<file path="config.mk">
export PLATFORM = sky130hd
export DESIGN_NAME = rm_cell
export DESIGN_NICKNAME = d
export VERILOG_FILES = /design/src/design/rm_pkg.sv /design/src/design/rm_cell.sv
export SDC_FILE = /design/constraint.sdc
export NUM_CORES = 1
export LEC_CHECK = 0
export ABC_AREA = 1
export BUFFER_PORTS_ARGS = -buffer_cell sky130_fd_sc_hd__buf_2
export CAP_MARGIN = 10
export CORE_MARGIN = 8
export CORE_UTILIZATION = 46
export CTS_BUF_LIST = sky130_fd_sc_hd__clkbuf_8
export CTS_CLUSTER_DIAMETER = 150
export DETAILED_ROUTE_END_ITERATION = 7
export PLACE_DENSITY = 0.87
export SKIP_CTS_REPAIR_TIMING = 1
export SYNTH_ARGS = -nofsm -noshare
export SYNTH_HDL_FRONTEND = slang
export SYNTH_SLANG_ARGS = --single-unit
</file>
<file path="constraint.sdc">
create_clock -name clk -period 3.2 [get_ports clk]
set_clock_uncertainty 0.1 [all_clocks]
set_input_delay 0.96 -clock clk [delete_from_list [all_inputs] [get_ports clk]]
set_output_delay 0.96 -clock clk [all_outputs]
set_load 0.05 [all_outputs]
</file>
<file path="src/design/rm_pkg.sv">
`timescale 1ns / 1ps
// ----------------------------------------------------------------------------
// rm_pkg
// Shared sizes and types of the running median block.
// ----------------------------------------------------------------------------
package rm_pkg;

	localparam int CAPACITY  = 1024;
	localparam int SAMPLE_W  = 16;
	localparam int CNT_W     = $clog2(CAPACITY + 1);
	localparam int IDX_W     = $clog2(CAPACITY);
	localparam int MED_W     = SAMPLE_W + 1;
	localparam int GROUP     = 32;
	localparam int NGROUPS   = (CAPACITY + GROUP - 1) / GROUP;

	typedef logic signed [SAMPLE_W-1:0] sample_t;
	typedef logic signed [MED_W-1:0]    median_t;
	typedef logic        [CNT_W-1:0]    count_t;
	typedef logic        [IDX_W-1:0]    index_t;

endpackage

</file>
<file path="src/design/rm_cell.sv">
`timescale 1ns / 1ps
// ----------------------------------------------------------------------------
// rm_cell
// One slot of the sorted chain. On an insert it keeps its value, takes the
// new sample, or takes its left neighbor's value, so the chain stays sorted.
// ----------------------------------------------------------------------------
module rm_cell (
	input  logic             clk,
	input  logic             wr,
	input  rm_pkg::count_t   idx,
	input  rm_pkg::count_t   fill,
	input  rm_pkg::sample_t  x,
	input  rm_pkg::sample_t  left_val,
	input  logic             left_take,
	output rm_pkg::sample_t  val,
	output logic             take
);
	import rm_pkg::*;

	sample_t val_q;
	logic    held;

	// slot moves when empty or holding a value above the new sample
	assign held = idx < fill;
	assign take = !held || (val_q > x);
	assign val  = val_q;

	// shift right or load the new sample
	always_ff @(posedge clk) begin
		if (wr && take) begin
			val_q <= left_take ? left_val : x;
		end
	end
endmodule

</file>
==> metrics.md, run 1 <==
| Metric | Value |
|---|---|
| Synthesized area per cell | 8.19 um2 |
| Initial Utilization | 48.6% |
| Distinct cells, synth | 20 |
| Final #Nets | 329 |
| Status | finished, violations left |
| CORE AREA | 0.00278 mm2 |
| Buffer and inverter count on the worst path | 3 |
| Share of layout cells above drive strength 1 | 47.3% |
| Antenna violation net count after detailed routing | 0 |
| Setup crit end kind | primary output |
| Largest register FFs | 16 |
| Worst Path Max Fanout | 2 |
| Vert. Die Dim | 70.2 um |
| Max_slew headroom | 68.9% |
| Pwr dens | 395 mW/mm2 |
| # rows | 19 |
| Sink Count | 16 |
| Max Root-Sink Buffers | 2 |
| Routed WL | 3850 um |
| CP arrival | 2.25 ns |
| Worst setup margin | -0.114 ns |
| First-pass DRT Iterations | 4 |
| WL/cell | 14.0 um |
| Placed Cells | 272 |
| Final slew viol count | 0 |
| Worst EP required | 2.14 ns |
| Worst Max-Slew Pin Slew | 0.467 ns |
| Place WS | -0.204 ns |
| Mapped Area | 0.00135 mm2 |
| Via count | 1,381 |
| Critical-path cell list | buf_2 -> inv_1 -> ha_4 -> a21o_1 -> nor2_1 -> nand2_1 -> nand2_2 -> nand2_1 -> nand2_1 -> nand3_2 -> nand2_2 -> buf_8 |
| CTS tree | built |
| Worst Setup Start Kind | primary input |
| DRC viols | 0 |
| Critical path depth | 12 |
| Drt first-iter violations | 58 |
| Synth warn | 0 |
| CTS clk-pin slew, worst paths | 0.07 ns |
| Setup_tns | -0.114 ns |
| HP Start | left_val[1] |
| Largest net degree at the start of global routing | 32 |
| Hold Path Class | primary input to flop |
| Cts bufs inserted | 3 |
| Max-cap check violation count | 0 |
| Sequential area share after synthesis | 35.6% |
| CP max stage cell | ha_4 |
| FMAX | 302 MHz |
| Final Critical Period | 3.31 ns |
| Routability cong. | 0.784 |
| Initial antenna violation count | 0 |
| Total gr overflow | 0 |
| Dpl hpwl | 3030 um |
| IO Pins | 74 |
| Cell chosen for the clock root | clkbuf_8 |
| Failing checks | negative setup slack |
| Pleak | 1.05 nW |
| Non-filler cells, final | 276 |
| Net count after synthesis | 248 |
| Port Buffer Count | 73 |
| Layout area overhead | 48.1% |
| Die area | 0.00493 mm2 |
| RSZ-0062 raised after global routing | true |
| Via density | 5.00 |
| H-tree Lvls | 1 |
| N_diodes | 0 |
| FF-to-FF path depth | 13 |
| Yosys reg bits | 16 |
| Cells after synthesis | 165 |
| CP peak stage delay | 0.21 ns |
| CP top delay family | simple AND/OR/NAND/NOR gates |
| Final Hold Fails | 0 |
| Total GRT Usage | 13.7% |
| Vias in the first global route | 1,440 |
| Critical Path Source | x[7] |
| Crit path kind | primary input to primary output |
| Hold path depth | 3 |
| Die width | 70.2 um |
| Global-route wire length before repair | 5810 um |
| Tcrit/Tclk final | 104% |
| VDD IR max | 0.394 mV |
| Final-report setup violation count | 1 |
| Most common cell on crit path | nand2_1 |
| Latest clock arrival within the worst-skew pair | 0.26 ns |
| Origin of the critical flop-to-flop path | val[3]$_DFFE_PP_ |
[final cells by class]
class                   count  area, um2
fillers                   211        779
flip-flops and latches     16        480
repair buffers             79        420
inverters                  33        124
multi-input cells         113        893
clock inverters             1       3.75
well taps                  31       38.8
clock buffers               3       41.3
[cells by family (layout without fill, tap and decap cells)]
group | Yosys count | count (layout) | synth area share [%]
multiplexers | 1 | 1 | 0.833
flip-flops | 16 | 16 | 35.6
adder cells (fa/ha/maj) | 26 | 26 | 24.1
buffers and inverters | 36 | 116 | 10.0
AND/OR/NAND/NOR | 53 | 53 | 16.5
AO/OA/AOI/OAI | 33 | 33 | 13.1
[routing by layer]
| layer | vias to the layer above | part of all wire [%] | GRT usage [%] | wire, um |
|---|---|---|---|---|
| met4 | 0 | 2.0 | 4.69 | 77 |
| met3 | 9 | 8.5 | 4.94 | 328 |
| li1 | 708 | - | - | - |
| met5 | - | 0 | 0 | 0 |
| met1 | 608 | 37 | 14.1 | 1440 |
| met2 | 56 | 52 | 24.9 | 2000 |
[cell usage after synthesis, drive strengths merged]
library cell / instances / share of area [%]
clkbuf: 3 / 0.83
nor3: 2 / 1.1
o211ai: 2 / 1.1
o21ai: 17 / 6.3
nand4: 1 / 0.46
edfxtp: 16 / 36
a21o: 1 / 0.56
inv: 33 / 9.2
nor2: 7 / 1.9
nand3: 5 / 2.2
nand2: 38 / 11
a21oi: 13 / 5.1
mux2: 1 / 0.83
ha: 26 / 24
[worst min-delay path: stages]
cell and delay, ns:
buf_2 0.07, nand2_1 0.04, o21ai_0 0.05
[layout by cell type (no fill, tap or decap), types with 2 or more instances in the layout]
cell type,netlist,layout
ha_1,26,17
nor2_1,7,6
clkbuf_8,0,3
nand3_1,4,4
a21oi_1,12,7
inv_1,32,25
nand2_2,1,6
o21ai_1,2,2
buf_2,0,72
edfxtp_1,16,16
o211ai_1,2,2
inv_2,1,8
ha_4,0,9
o21ai_0,15,15
nand2_1,37,32
buf_4,0,6
a21oi_2,1,6
[report_power, final]
group          internal, mW  leakage (nW)  switching (mW)
sequential            0.262         0.155          0.0178
clock                0.0854        0.0231          0.0781
combinational         0.134         0.871           0.213
total                 0.481          1.05           0.309
[worst paths after layout]
check                           to  slack [ns]
setup reg to reg  val[4]$_DFFE_PP_        0.94
hold / removal    val[1]$_DFFE_PP_        0.88
hold reg to reg   val[7]$_DFFE_PP_        1.15
setup / recovery              take       -0.11
[per-stage QoR]
stage / utilization, % / hold WS, ns / total power [mW] / instance area [um2]
2_1_floorplan: - / 1.05 / 0.477 / 1350
6_report: 72.0 / 0.879 / 0.791 / 2000
3_5_place_dp: 64.4 / 1.14 / 0.581 / 1790
5_1_grt: 72.0 / 0.882 / 0.837 / 2000
3_3_place_gp: 64.4 / 1.10 / 0.569 / 1790
4_1_cts: 66.0 / 0.880 / 0.742 / 1840
(Power assumes the default switching activity.)
==> run 2: changes to the inputs <==
--- a/config.mk
+++ b/config.mk
@@ -14,6 +14,7 @@
 export CTS_CLUSTER_DIAMETER = 150
 export DETAILED_ROUTE_END_ITERATION = 7
 export PLACE_DENSITY = 0.87
+export RECOVER_POWER = 25
 export SKIP_CTS_REPAIR_TIMING = 1
 export SYNTH_ARGS = -nofsm -noshare
 export SYNTH_HDL_FRONTEND = slang
==> run 2 against run 1 <==
  * The run still ends with negative setup slack left
  * Non-clock buffer count unchanged
  * Final area barely moved
  * Hold slack worse by 0.00074 ns
  * Global-route usage did not move
  * Sequential power barely moved
  * Flip-flop and latch count stayed put
  * Cell count is the same
  * Highest routed layer unchanged
  * Utilization about the same
  * Critical path depth did not move
  * Maximum frequency decreased by 0.90%
  * Clock-buffer cell count stayed put
  * Routed wire length is 0.52% higher
==> metrics.md, run 2 (synthesized netlist as in run 1, its figures left out) <==
| Metric | Value |
|---|---|
| Vias in the first global route | 1,440 |
| Worst EP required | 2.14 ns |
| Worst setup margin | -0.144 ns |
| DRC viols | 0 |
| Global-route wire length before repair | 5810 um |
| Share of layout cells above drive strength 1 | 46.9% |
| Final hold slack | 0.878 ns |
| Non-filler cells, final | 276 |
| CTS tree | built |
| CP top delay family | simple AND/OR/NAND/NOR gates |
| Most frequent cells in the layout | buf_2 (71), nand2_1 (32), inv_1 (25), ha_1 (17), edfxtp_1 (16) |
| Layout area overhead | 48.1% |
| Total GRT Usage | 13.7% |
| Drt first-iter violations | 60 |
| Critical-path cell list | buf_2 -> inv_1 -> ha_4 -> a21o_1 -> nor2_1 -> nand2_1 -> nand2_2 -> nand2_1 -> nand2_1 -> nand3_2 -> nand2_2 -> buf_8 |
| Port Buffer Count | 73 |
| IO Pins | 74 |
| Via density | 4.98 |
| H-tree Lvls | 1 |
| FMAX | 299 MHz |
| Final Hold Fails | 0 |
| Routed WL | 3870 um |
| Pwr dens | 395 mW/mm2 |
| First-pass DRT Iterations | 4 |
| Cell chosen for the clock root | clkbuf_8 |
| CP peak stage delay | 0.21 ns |
| CTS clk-pin slew, worst paths | 0.07 ns |
| Total gr overflow | 0 |
| Max Root-Sink Buffers | 2 |
| WL/cell | 14.0 um |
| Pleak | 1.05 nW |
| Buffer and inverter count on the worst path | 3 |
| Largest net degree at the start of global routing | 32 |
| Hold Path Class | primary input to flop |
| Tcrit/Tclk final | 105% |
| Worst Path Max Fanout | 2 |
| Place WS | -0.204 ns |
| Via count | 1,375 |
| Final slew viol count | 0 |
| Total power | 0.791 mW |
| Final-report setup violation count | 1 |
| Final #Nets | 329 |
| Initial Utilization | 48.6% |
| Die area | 0.00493 mm2 |
| N_diodes | 0 |
| Failing checks | negative setup slack |
| VDD IR max | 0.393 mV |
| Setup crit end kind | primary output |
| Die width | 70.2 um |
| Sink Count | 16 |
| Cts bufs inserted | 3 |
| CP arrival | 2.28 ns |
| Placed Cells | 272 |
| Largest register FFs | 16 |
| CORE AREA | 0.00278 mm2 |
| Final Critical Period | 3.34 ns |
| Dpl hpwl | 3030 um |
| Vert. Die Dim | 70.2 um |
| Latest clock arrival within the worst-skew pair | 0.26 ns |
| Max_slew headroom | 24.7% |
| Antenna violation net count after detailed routing | 0 |
| Crit path kind | primary input to primary output |
| Max-cap check violation count | 0 |
| Most common cell on crit path | nand2_1 |
| CP max stage cell | ha_4 |
| # rows | 19 |
| Worst Setup Start Kind | primary input |
| Status | finished, violations left |
| RSZ-0062 raised after global routing | true |
| FF-to-FF setup slack | 0.93 ns |
| Most common cell after layout, fill and taps aside | buf_2 |
| Util after Layout | 71.9% |
| Worst Max-Slew Pin Slew | 1.13 ns |
| Routability cong. | 0.784 |
| Initial antenna violation count | 0 |
## run 2: report_power, final
part / internal (mW) / switching (mW) / total [mW]
logic: 0.134 / 0.214 / 0.348
clock network: 0.0854 / 0.0778 / 0.163
registers: 0.262 / 0.0177 / 0.280
## run 2: worst reg2reg max path: stages, from the launching register on
cell,delay (ns)
edfxtp_1,0.44
ha_4,0.27
a21o_1,0.17
nor2_1,0.14
nand2_1,0.11
nand2_2,0.08
nand2_1,0.05
nand2_1,0.07
nand3_2,0.08
buf_4,0.15
a21oi_2,0.13
buf_4,0.19
## run 2: final cells by class
| cell class | instances | area [um2] |
|---|---|---|
| clock buffers | 3 | 41.3 |
| clock inverters | 1 | 3.75 |
| fillers | 212 | 781 |
| inverters | 33 | 124 |
| multi-input cells | 113 | 893 |
| flip-flops and latches | 16 | 480 |
| well taps | 31 | 38.8 |
| repair buffers | 79 | 419 |
## run 2: path summary, 6_finish.rpt
check	from	cells past startpoint	end
setup / recovery	x[7]	12	take
hold / removal	left_val[3]	3	val[3]$_DFFE_PP_
setup reg to reg	val[7]$_DFFE_PP_	11	val[4]$_DFFE_PP_
hold reg to reg	val[15]$_DFFE_PP_	6	val[7]$_DFFE_PP_
## run 2: through the flow
| step | area (um2) | TNS, ns |
|---|---|---|
| floorplan | 1350 | 0 |
| CTS | 1840 | -0.209 |
| finish | 2000 | -0.144 |
| global route | 2000 | -0.224 |
| global placement | 1790 | -0.148 |
| detailed placement | 1790 | -0.204 |
## run 2: per-layer routing
metal | vias up | global-route usage (%) | share of wire (%)
met5 | - | 0 | 0
met2 | 52 | 24.9 | 52
met3 | 7 | 4.94 | 7.3
met1 | 609 | 14.1 | 39
li1 | 707 | - | -
met4 | 0 | 4.69 | 1.6
